===== src/rtl/ptpstg_pkg.sv =====
// Shared constants and types for the PTP system time generator.
package ptpstg_pkg;

	localparam int unsigned ACCUMULATOR_BITS_DEFAULT = 32;

	localparam int unsigned SEC_W   = 32;
	localparam int unsigned NS_W    = 30;
	localparam int unsigned OP_W    = 3;
	localparam int unsigned ADDEND_W = 32;
	localparam int unsigned SUBSEC_W = 8;
	localparam int unsigned PADDR_W = 3;
	localparam int unsigned PDATA_W = 32;

	localparam logic [NS_W-1:0] NS_ROLLOVER = 30'd1000000000;
	localparam logic [NS_W-1:0] NS_MAX      = 30'd999999999;

	localparam logic [ADDEND_W-1:0] BASE_ADDEND_RESET = 32'd1988410785;
	localparam logic [SUBSEC_W-1:0] SUBSEC_RESET      = 8'd10;

	// Register index, taken from paddr[2].
	localparam logic REG_BASE_ADDEND = 1'b0;
	localparam logic REG_SUBSEC_INC  = 1'b1;

	localparam logic [OP_W-1:0] OP_TICK    = 3'd0;
	localparam logic [OP_W-1:0] OP_ADJUST  = 3'd1;
	localparam logic [OP_W-1:0] OP_SET     = 3'd2;
	localparam logic [OP_W-1:0] OP_UPDATE  = 3'd3;
	localparam logic [OP_W-1:0] OP_ARM     = 3'd4;
	localparam logic [OP_W-1:0] OP_DISARM  = 3'd5;
	localparam logic [OP_W-1:0] OP_READ    = 3'd6;

	// Item as it enters the state-update stage.
	typedef struct packed {
		logic [OP_W-1:0]     opcode;
		logic [SEC_W-1:0]    seconds;
		logic [NS_W-1:0]     ns_sat;
		logic [NS_W-1:0]     ns_raw;
		logic                negative;
		logic [ADDEND_W-1:0] prod_hi;
	} s2_item_t;

endpackage


===== src/rtl/ptp_system_time_generator.sv =====
// PTP system time generator: decimal mode with fine correction, APB configuration.
//
//  channel | signals                                              | role
//  --------+------------------------------------------------------+------------------------
//  in      | in_valid, in_ready, opcode, time_seconds,            | command transfer
//          | time_nanoseconds, negative, correction               |
//  out     | out_valid, out_ready, now_seconds, now_nanoseconds,  | time after each command
//          | trigger, target_armed                                |
//  apb     | psel, penable, pwrite, paddr, pwdata, prdata, pready | configuration registers
//
// A command's reading passes an input register, a stage that forms the speed-correction
// product (one 33x33 signed multiplier), and a stage that updates the time state and loads
// the output register. A command is accepted in every cycle while the output is not
// blocked, so a continuous stream of ticks advances the accumulator once per cycle.
// Reset is asynchronous and active low; it zeroes time, accumulator and target and loads
// the nominal addend. A blocked output holds its stage; in_ready drops once all are full.
module ptp_system_time_generator #(
	parameter int unsigned ACCUMULATOR_BITS = ptpstg_pkg::ACCUMULATOR_BITS_DEFAULT
) (
	input  logic                               clk,
	input  logic                               arst_n,

	input  logic                               in_valid,
	output logic                               in_ready,
	input  logic [ptpstg_pkg::OP_W-1:0]        opcode,
	input  logic [ptpstg_pkg::SEC_W-1:0]       time_seconds,
	input  logic [ptpstg_pkg::NS_W-1:0]        time_nanoseconds,
	input  logic                               negative,
	input  logic signed [31:0]                 correction,

	output logic                               out_valid,
	input  logic                               out_ready,
	output logic [ptpstg_pkg::SEC_W-1:0]       now_seconds,
	output logic [ptpstg_pkg::NS_W-1:0]        now_nanoseconds,
	output logic                               trigger,
	output logic                               target_armed,

	input  logic                               psel,
	input  logic                               penable,
	input  logic                               pwrite,
	input  logic [ptpstg_pkg::PADDR_W-1:0]     paddr,
	input  logic [ptpstg_pkg::PDATA_W-1:0]     pwdata,
	output logic [ptpstg_pkg::PDATA_W-1:0]     prdata,
	output logic                               pready
);

	localparam int unsigned AW = ACCUMULATOR_BITS;

	// Configuration registers.
	logic [ptpstg_pkg::ADDEND_W-1:0] base_addend_q;
	logic [ptpstg_pkg::SUBSEC_W-1:0] subsec_inc_q;
	logic                            cfg_write;

	assign pready    = 1'b1;
	assign cfg_write = psel && penable && pwrite && pready;

	always_ff @(posedge clk or negedge arst_n) begin
		if (!arst_n) begin
			base_addend_q <= ptpstg_pkg::BASE_ADDEND_RESET;
			subsec_inc_q  <= ptpstg_pkg::SUBSEC_RESET;
		end else if (cfg_write) begin
			unique case (paddr[2])
				ptpstg_pkg::REG_BASE_ADDEND: base_addend_q <= pwdata;
				ptpstg_pkg::REG_SUBSEC_INC:  subsec_inc_q  <= pwdata[ptpstg_pkg::SUBSEC_W-1:0];
				default: ;
			endcase
		end
	end

	always_comb begin
		unique case (paddr[2])
			ptpstg_pkg::REG_BASE_ADDEND: prdata = base_addend_q;
			ptpstg_pkg::REG_SUBSEC_INC:
				prdata = {{(ptpstg_pkg::PDATA_W-ptpstg_pkg::SUBSEC_W){1'b0}}, subsec_inc_q};
			default: prdata = '0;
		endcase
	end

	// Pipeline flow control. Each stage advances when the stage after it is empty
	// or is moving on in the same cycle.
	logic s1_v_q, s2_v_q, out_v_q;
	logic en_out, en2, en1;

	assign en_out   = !out_v_q || out_ready;
	assign en2      = !s2_v_q || en_out;
	assign en1      = !s1_v_q || en2;
	assign in_ready = en1;

	// Stage 1: input register.
	logic [ptpstg_pkg::OP_W-1:0]  opcode_s1;
	logic [ptpstg_pkg::SEC_W-1:0] seconds_s1;
	logic [ptpstg_pkg::NS_W-1:0]  ns_s1;
	logic                         negative_s1;
	logic signed [31:0]           correction_s1;

	always_ff @(posedge clk or negedge arst_n) begin
		if (!arst_n) begin
			s1_v_q <= 1'b0;
		end else if (en1) begin
			s1_v_q <= in_valid;
		end
	end

	always_ff @(posedge clk) begin
		if (in_valid && in_ready) begin
			opcode_s1     <= opcode;
			seconds_s1    <= time_seconds;
			ns_s1         <= time_nanoseconds;
			negative_s1   <= negative;
			correction_s1 <= correction;
		end
	end

	// Speed correction product base * sext(correction); the upper half of the low
	// 64 bits is the fractional adjustment of the addend.
	logic signed [32:0] base_signed;
	logic signed [32:0] corr_signed;
	logic signed [65:0] product;
	ptpstg_pkg::s2_item_t item_s1;

	assign base_signed = $signed({1'b0, base_addend_q});
	assign corr_signed = $signed({correction_s1[31], correction_s1});
	assign product     = base_signed * corr_signed;

	always_comb begin
		item_s1.opcode   = opcode_s1;
		item_s1.seconds  = seconds_s1;
		item_s1.ns_raw   = ns_s1;
		item_s1.ns_sat   = (ns_s1 >= ptpstg_pkg::NS_ROLLOVER) ? ptpstg_pkg::NS_MAX : ns_s1;
		item_s1.negative = negative_s1;
		item_s1.prod_hi  = product[63:32];
	end

	// Stage 2 register.
	ptpstg_pkg::s2_item_t item_s2;

	always_ff @(posedge clk or negedge arst_n) begin
		if (!arst_n) begin
			s2_v_q <= 1'b0;
		end else if (en2) begin
			s2_v_q <= s1_v_q;
		end
	end

	always_ff @(posedge clk) begin
		if (en2 && s1_v_q) begin
			item_s2 <= item_s1;
		end
	end

	// Time state.
	logic [AW-1:0]                   acc_q, acc_n;
	logic [ptpstg_pkg::ADDEND_W-1:0] addend_q, addend_n;
	logic [ptpstg_pkg::SEC_W-1:0]    sec_q, sec_n;
	logic [ptpstg_pkg::NS_W-1:0]     ns_q, ns_n;
	logic [ptpstg_pkg::SEC_W-1:0]    tsec_q, tsec_n;
	logic [ptpstg_pkg::NS_W-1:0]     tns_q, tns_n;
	logic                            armed_q, armed_n;
	logic                            trig_n;

	// Addend bits above the accumulator width are dropped; a wider accumulator
	// sees the addend zero-extended.
	logic [63:0]                  addend_wide;
	logic [AW-1:0]                addend_acc;
	logic [AW:0]                  acc_sum;
	logic [ptpstg_pkg::NS_W:0]    tick_ns;
	logic [ptpstg_pkg::NS_W:0]    upd_sum;
	logic [ptpstg_pkg::NS_W:0]    upd_diff;
	logic [ptpstg_pkg::NS_W:0]    rollover_w;

	assign addend_wide = {32'b0, addend_q};
	assign addend_acc  = addend_wide[AW-1:0];
	assign acc_sum     = {1'b0, acc_q} + {1'b0, addend_acc};
	assign rollover_w  = {1'b0, ptpstg_pkg::NS_ROLLOVER};
	assign tick_ns     = {1'b0, ns_q} +
		{{(ptpstg_pkg::NS_W+1-ptpstg_pkg::SUBSEC_W){1'b0}}, subsec_inc_q};
	assign upd_sum     = {1'b0, ns_q} + {1'b0, item_s2.ns_sat};
	assign upd_diff    = {1'b0, ns_q} - {1'b0, item_s2.ns_sat};

	always_comb begin
		acc_n    = acc_q;
		addend_n = addend_q;
		sec_n    = sec_q;
		ns_n     = ns_q;
		tsec_n   = tsec_q;
		tns_n    = tns_q;
		armed_n  = armed_q;
		trig_n   = 1'b0;

		unique case (item_s2.opcode)
			ptpstg_pkg::OP_TICK: begin
				acc_n = acc_sum[AW-1:0];
				if (acc_sum[AW]) begin
					if (tick_ns >= rollover_w) begin
						ns_n  = tick_ns[ptpstg_pkg::NS_W-1:0] - ptpstg_pkg::NS_ROLLOVER;
						sec_n = sec_q + 32'd1;
					end else begin
						ns_n = tick_ns[ptpstg_pkg::NS_W-1:0];
					end
				end
			end
			ptpstg_pkg::OP_ADJUST: begin
				addend_n = base_addend_q + item_s2.prod_hi;
			end
			ptpstg_pkg::OP_SET: begin
				sec_n = item_s2.seconds;
				ns_n  = item_s2.ns_sat;
			end
			ptpstg_pkg::OP_UPDATE: begin
				if (!item_s2.negative) begin
					if (upd_sum >= rollover_w) begin
						ns_n  = upd_sum[ptpstg_pkg::NS_W-1:0] - ptpstg_pkg::NS_ROLLOVER;
						sec_n = sec_q + item_s2.seconds + 32'd1;
					end else begin
						ns_n  = upd_sum[ptpstg_pkg::NS_W-1:0];
						sec_n = sec_q + item_s2.seconds;
					end
				end else begin
					// A negative difference borrows one second; adding the rollover
					// modulo 2^30 lands back inside the nanosecond range.
					if (upd_diff[ptpstg_pkg::NS_W]) begin
						ns_n  = upd_diff[ptpstg_pkg::NS_W-1:0] + ptpstg_pkg::NS_ROLLOVER;
						sec_n = sec_q - item_s2.seconds - 32'd1;
					end else begin
						ns_n  = upd_diff[ptpstg_pkg::NS_W-1:0];
						sec_n = sec_q - item_s2.seconds;
					end
				end
			end
			ptpstg_pkg::OP_ARM: begin
				tsec_n  = item_s2.seconds;
				tns_n   = item_s2.ns_raw;
				armed_n = 1'b1;
			end
			ptpstg_pkg::OP_DISARM: begin
				armed_n = 1'b0;
			end
			default: ;
		endcase

		if (armed_n && ((sec_n > tsec_n) || ((sec_n == tsec_n) && (ns_n >= tns_n)))) begin
			trig_n  = 1'b1;
			armed_n = 1'b0;
		end
	end

	logic state_en;
	assign state_en = s2_v_q && en_out;

	always_ff @(posedge clk or negedge arst_n) begin
		if (!arst_n) begin
			acc_q    <= '0;
			addend_q <= ptpstg_pkg::BASE_ADDEND_RESET;
			sec_q    <= '0;
			ns_q     <= '0;
			tsec_q   <= '0;
			tns_q    <= '0;
			armed_q  <= 1'b0;
		end else if (state_en) begin
			acc_q    <= acc_n;
			addend_q <= addend_n;
			sec_q    <= sec_n;
			ns_q     <= ns_n;
			tsec_q   <= tsec_n;
			tns_q    <= tns_n;
			armed_q  <= armed_n;
		end
	end

	// Output register.
	logic [ptpstg_pkg::SEC_W-1:0] out_sec_q;
	logic [ptpstg_pkg::NS_W-1:0]  out_ns_q;
	logic                         out_trig_q;
	logic                         out_armed_q;

	always_ff @(posedge clk or negedge arst_n) begin
		if (!arst_n) begin
			out_v_q <= 1'b0;
		end else if (en_out) begin
			out_v_q <= s2_v_q;
		end
	end

	always_ff @(posedge clk) begin
		if (state_en) begin
			out_sec_q   <= sec_n;
			out_ns_q    <= ns_n;
			out_trig_q  <= trig_n;
			out_armed_q <= armed_n;
		end
	end

	assign out_valid       = out_v_q;
	assign now_seconds     = out_sec_q;
	assign now_nanoseconds = out_ns_q;
	assign trigger         = out_trig_q;
	assign target_armed    = out_armed_q;

	// The input side only stalls when the output transfer is blocked.
	a_stall_cause: assert property (@(posedge clk) disable iff (!arst_n)
		!in_ready |-> (out_v_q && !out_ready))
		else $error("input stalled while output was free");

	// The clock's nanoseconds never leave their range.
	a_ns_range: assert property (@(posedge clk) disable iff (!arst_n)
		ns_q < ptpstg_pkg::NS_ROLLOVER)
		else $error("nanoseconds out of range");

	// A trigger disarms the target for the following commands.
	a_trig_disarm: assert property (@(posedge clk) disable iff (!arst_n)
		(state_en && trig_n) |=> (!armed_q && out_v_q && out_trig_q && !out_armed_q))
		else $error("target still armed after trigger");

endmodule

===== config.mk =====
export PLATFORM = sky130hd
export DESIGN_NAME = ptp_system_time_generator
export DESIGN_NICKNAME = d
export VERILOG_FILES = /design/src/rtl/ptpstg_pkg.sv /design/src/rtl/ptp_system_time_generator.sv
export SDC_FILE = /design/constraint.sdc
export NUM_CORES = 2
export LEC_CHECK = 0
export BUFFER_PORTS_ARGS = -buffer_cell sky130_fd_sc_hd__buf_2
export CAP_MARGIN = 20
export CORE_MARGIN = 2
export CORE_UTILIZATION = 47
export DETAILED_ROUTE_END_ITERATION = 8
export PLACE_DENSITY_LB_ADDON = 0.05
export SLEW_MARGIN = 20
export SYNTH_ARGS = -nofsm -noshare
export SYNTH_HDL_FRONTEND = slang
export SYNTH_SLANG_ARGS = --single-unit

===== constraint.sdc =====
create_clock -name clk -period 10.26 [get_ports clk]
set_input_delay 1.026 -clock clk [delete_from_list [all_inputs] [get_ports clk]]
set_output_delay 1.026 -clock clk [all_outputs]
set_load 0.01 [all_outputs]

==> implementation parameters <==
Parameter                              Value

Final layout
  Share of final-layout standard cells stronger than drive strength 1    a little under a tenth
  Post-synthesis to final-layout area growth    8.138%
  Post-route design area    approximately 0.074 sq mm
  Number of nets in the layout    just over 9,000
  Number of inserted filler cells in the final layout    ~14,000
  Multi-input logic area    about 0.048 sq mm
  Reg area    between 0.01 and 0.015 sq mm
  Final cell count without fillers    9,617

Global routing
  Gr ovfl total    0
  Number of antenna violations at the first check in global routing    12
  Via count of the first global-routing pass    between 50,000 and 60,000
  Maximum number of pins on one net before global-route repair    81
  Total track usage    between 20% and 30%
  First-pass GRT wire length    approximately 340,000 um

Logic synthesis
  Distinct cell type count after synthesis    110
  Top flip-flop cell by instance count after synthesis    sky130_fd_sc_hd__edfxtp_1
  Avg Inst Size Synth    roughly 9.1 sq um
  Flops & latches, synth    between 500 and 600
  Yosys Warn Count    0
  Count leader, synth    sky130_fd_sc_hd__inv_1
  Leading cell types by total area after synthesis    sky130_fd_sc_hd__fa_1, sky130_fd_sc_hd__edfxtp_1, sky130_fd_sc_hd__ha_1
  Sequential-to-total area share from yosys stat    between 20% and 30%
  Mapped cell area    around 0.069 sq mm
  Fraction of synthesis flops using an asynchronous set or reset pin    44.44%
  Number of synthesized flops with an enable pin    290
  Fraction of synthesized cell area taken by the top area cell type    a little over a quarter
  Syn Inst Count    around 7,600
  Top cells by instance count after synthesis    sky130_fd_sc_hd__inv_1, sky130_fd_sc_hd__nand2_1, sky130_fd_sc_hd__fa_1
  Library cell occupying the most area in the post-synthesis netlist    sky130_fd_sc_hd__fa_1
  Number of nets produced by synthesis    ~9,000

Setup path
  Worst setup path start    base_addend_q[16]
  Most numerous cell on the critical path    sky130_fd_sc_hd__fa_1
  Reg-to-reg setup timing slack    slightly below 0.8 ns
  CP max FO    20
  CP Class    reg -> reg
  Type of destination of the critical path    flop
  Worst path depth    31
  R2R depth    31
  R2r startpoint    base_addend_q[16]
  Capture instance of the worst register-to-register path    item_s2[31]
  Worst path buffer plus inverter count    7
  Slowest CP cell    sky130_fd_sc_hd__dfrtp_1
  CP Data Required Time    roughly 11 ns
  Slowest stage delay, CP    around 0.91 ns
  Largest delay share family, worst path    adder cells
  End point of the critical path    item_s2[31]
  Arrival @ worst endpoint    just under 10 ns
  Sort of element at the start of the critical path    flop

STA
  Worst rel slew slack    25.91%
  Slew of the pin with the lowest slew margin    ~1.1 ns
  Part of the cycle the worst path needs    between 90% and 100%
  Min Hold Slack    0.3020 ns
  Highest clock rate    105.4 MHz
  Total Neg Setup Slack    0 ns
  Final critical path time including I/O delays and setup    around 9.5 ns
  Setup repair after global routing missed its margin    false
  Final Hold Fails    0
  Number of endpoints failing setup at the final stage    0
  Maximum clock skew at final layout    approximately 0.065 ns
  Count of pins over their slew limit    0

Routing
  Iteration count of the initial detailed-routing pass    5
  Via density    roughly 5.6
  Post-route DRC    0
  Wire length reported by the detailed router    220,500 um
  Total via count in the routed design    approximately 54,000
  Post-DR wirelength/cell    around 23 um
  1st-iter DRT viols    3,565
  Number of nets still failing antenna checks after routing    0

Placed design
  Placer congestion estimate    0.9380
  IO buf count    235
  Total instance count after detailed placement    between 9,000 and 10,000
  HPWL Detailed    ~170,000 um
  Placed cell area    roughly 0.072 sq mm

Min path
  Worst min-delay path class    in -> async

Clocking
  CTS clk-pin slew, worst paths    0.06 ns
  Cts bufs inserted    68
  Number of hold-repair buffers added at the cts stage    0
  # Post-CTS Setup Buffers    0
  Maximum buffer depth of the clock tree    3
  Count of H-tree levels built during CTS    3
  Count of instances resized after the clock tree is built    0
  Clock root cell    sky130_fd_sc_hd__clkbuf_16
  CTS Sinks    ~520
  Worst-skew pair later-pin latency    around 0.70 ns
  Clock tree from TritonCTS    done

Outcome
  Run status    finished clean

Die
  Chip Height    386.7 um
  I/O pin count    ~240
  Total Die Area    roughly 0.15 sq mm
  Number of cell rows    140
  Core footprint    ~0.15 sq mm
  Horizontal extent of the die    about 390 um
  Initial Utilization    a little under half

Flow run
  Max-cap violations    0
metal layers:
| metal | vias up | routed length [um] | global-route usage (%) | part of all wire [%] |
|---|---|---|---|---|
| met5 | - | 23 | 0 | 0.010 |
| met3 | 291 | 12570 | 4.121 | 5.7 |
| met2 | 1513 | 103000 | 48.93 | 47 |
| li1 | 24784 | - | - | - |
| met4 | 4 | 7552 | 9.155 | 3.4 |
| met1 | 27231 | 97360 | 40.78 | 44 |
metrics by stage:
stage | utilization, % | worst slack [ns]
after detailed placement | 49.61 | 0.8514
after global placement | 49.60 | 0.8764
after CTS | 51.12 | 0.8377
after floorplan | - | 1.990
after global routing | 51.12 | 0.2612
final | 51.13 | 0.7680
sequential cells by signal (all words and copies together) (netlist names), 3 cells and up:
name / flops
tns_q: 30
ns_s1: 30
now_nanoseconds: 30
opcode_s1: 3
subsec_inc_q: 8
base_addend_q: 32
sec_q: 32
correction_s1: 32
now_seconds: 32
seconds_s1: 32
tsec_q: 32
addend_acc: 32
ns_q: 30
acc_q: 32
item_s2: 128
worst reg2reg max path, delay by kind of cell (launching register included):
family                   cells  cell delay, ns
AO/OA/AOI/OAI               10            2.03
adder cells (fa/ha/maj)      9            4.38
flip-flops                   1            0.91
buffers and inverters        7            0.92
XOR/XNOR                     1            0.11
AND/OR/NAND/NOR              4            0.91
kinds of logic (layout without fill, tap and decap cells):
kind of cell               count (synthesis)  count (layout)  synth area share (%)
AOI/OAI and AO/OA                       1209            1209                 11.28
xor gates and xnor gates                 331             331                 4.212
adders and majority gates               1451            1451                 36.23
buffers and inverters                   1558            1688                 8.572
DFF                                      522             522                 21.15
muxes                                    162             162                 2.502
other                                      1               2              0.005449
and+or+nand+nor                         2335            2335                 16.04
worst min-delay path by stage:
| stage | start | to | slack [ns] | depth (start not counted) |
|---|---|---|---|---|
| finish | arst_n | base_addend_q[27] | 0.30 | 1 |
| CTS | arst_n | base_addend_q[27] | 0.30 | 1 |
| floorplan | seconds_s1[7] | item_s2[100] | 0.40 | 0 |
| detailed placement | seconds_s1[21] | item_s2[114] | 0.41 | 0 |
| global placement | seconds_s1[21] | item_s2[114] | 0.40 | 0 |
| global route | arst_n | base_addend_q[27] | 0.33 | 1 |
cell usage in the layout, fill, tap and decap left out, drive strengths merged, types with 80 or more instances in the layout:
cell type | Yosys | layout
nand3 | 95 | 95
nand2 | 1154 | 1154
a21oi | 314 | 314
inv | 1167 | 1177
buf | 37 | 395
mux2 | 80 | 80
edfxtp | 290 | 290
xor2 | 103 | 103
and2 | 274 | 274
xnor2 | 228 | 228
o21ai | 351 | 351
a21o | 81 | 81
mux2i | 82 | 82
nand2b | 83 | 83
nor3 | 81 | 81
nor2 | 281 | 281
dfrtp | 198 | 198
ha | 548 | 548
fa | 903 | 903
nor2b | 93 | 93
area by class of cell:
type / count / area share, %
clock inverter: 45 / 0.5514
clock buffer: 79 / 2.396
antenna: 1 / 0.003362
sequential: 522 / 19.56
multi-input combinational: 5489 / 65.11
inverter: 1169 / 5.899
tap: 1917 / 3.223
timing repair buffer: 395 / 3.260
Power is not shown: default switching activity piles up to over one toggle a cycle in this logic, so the estimate is an artifact.
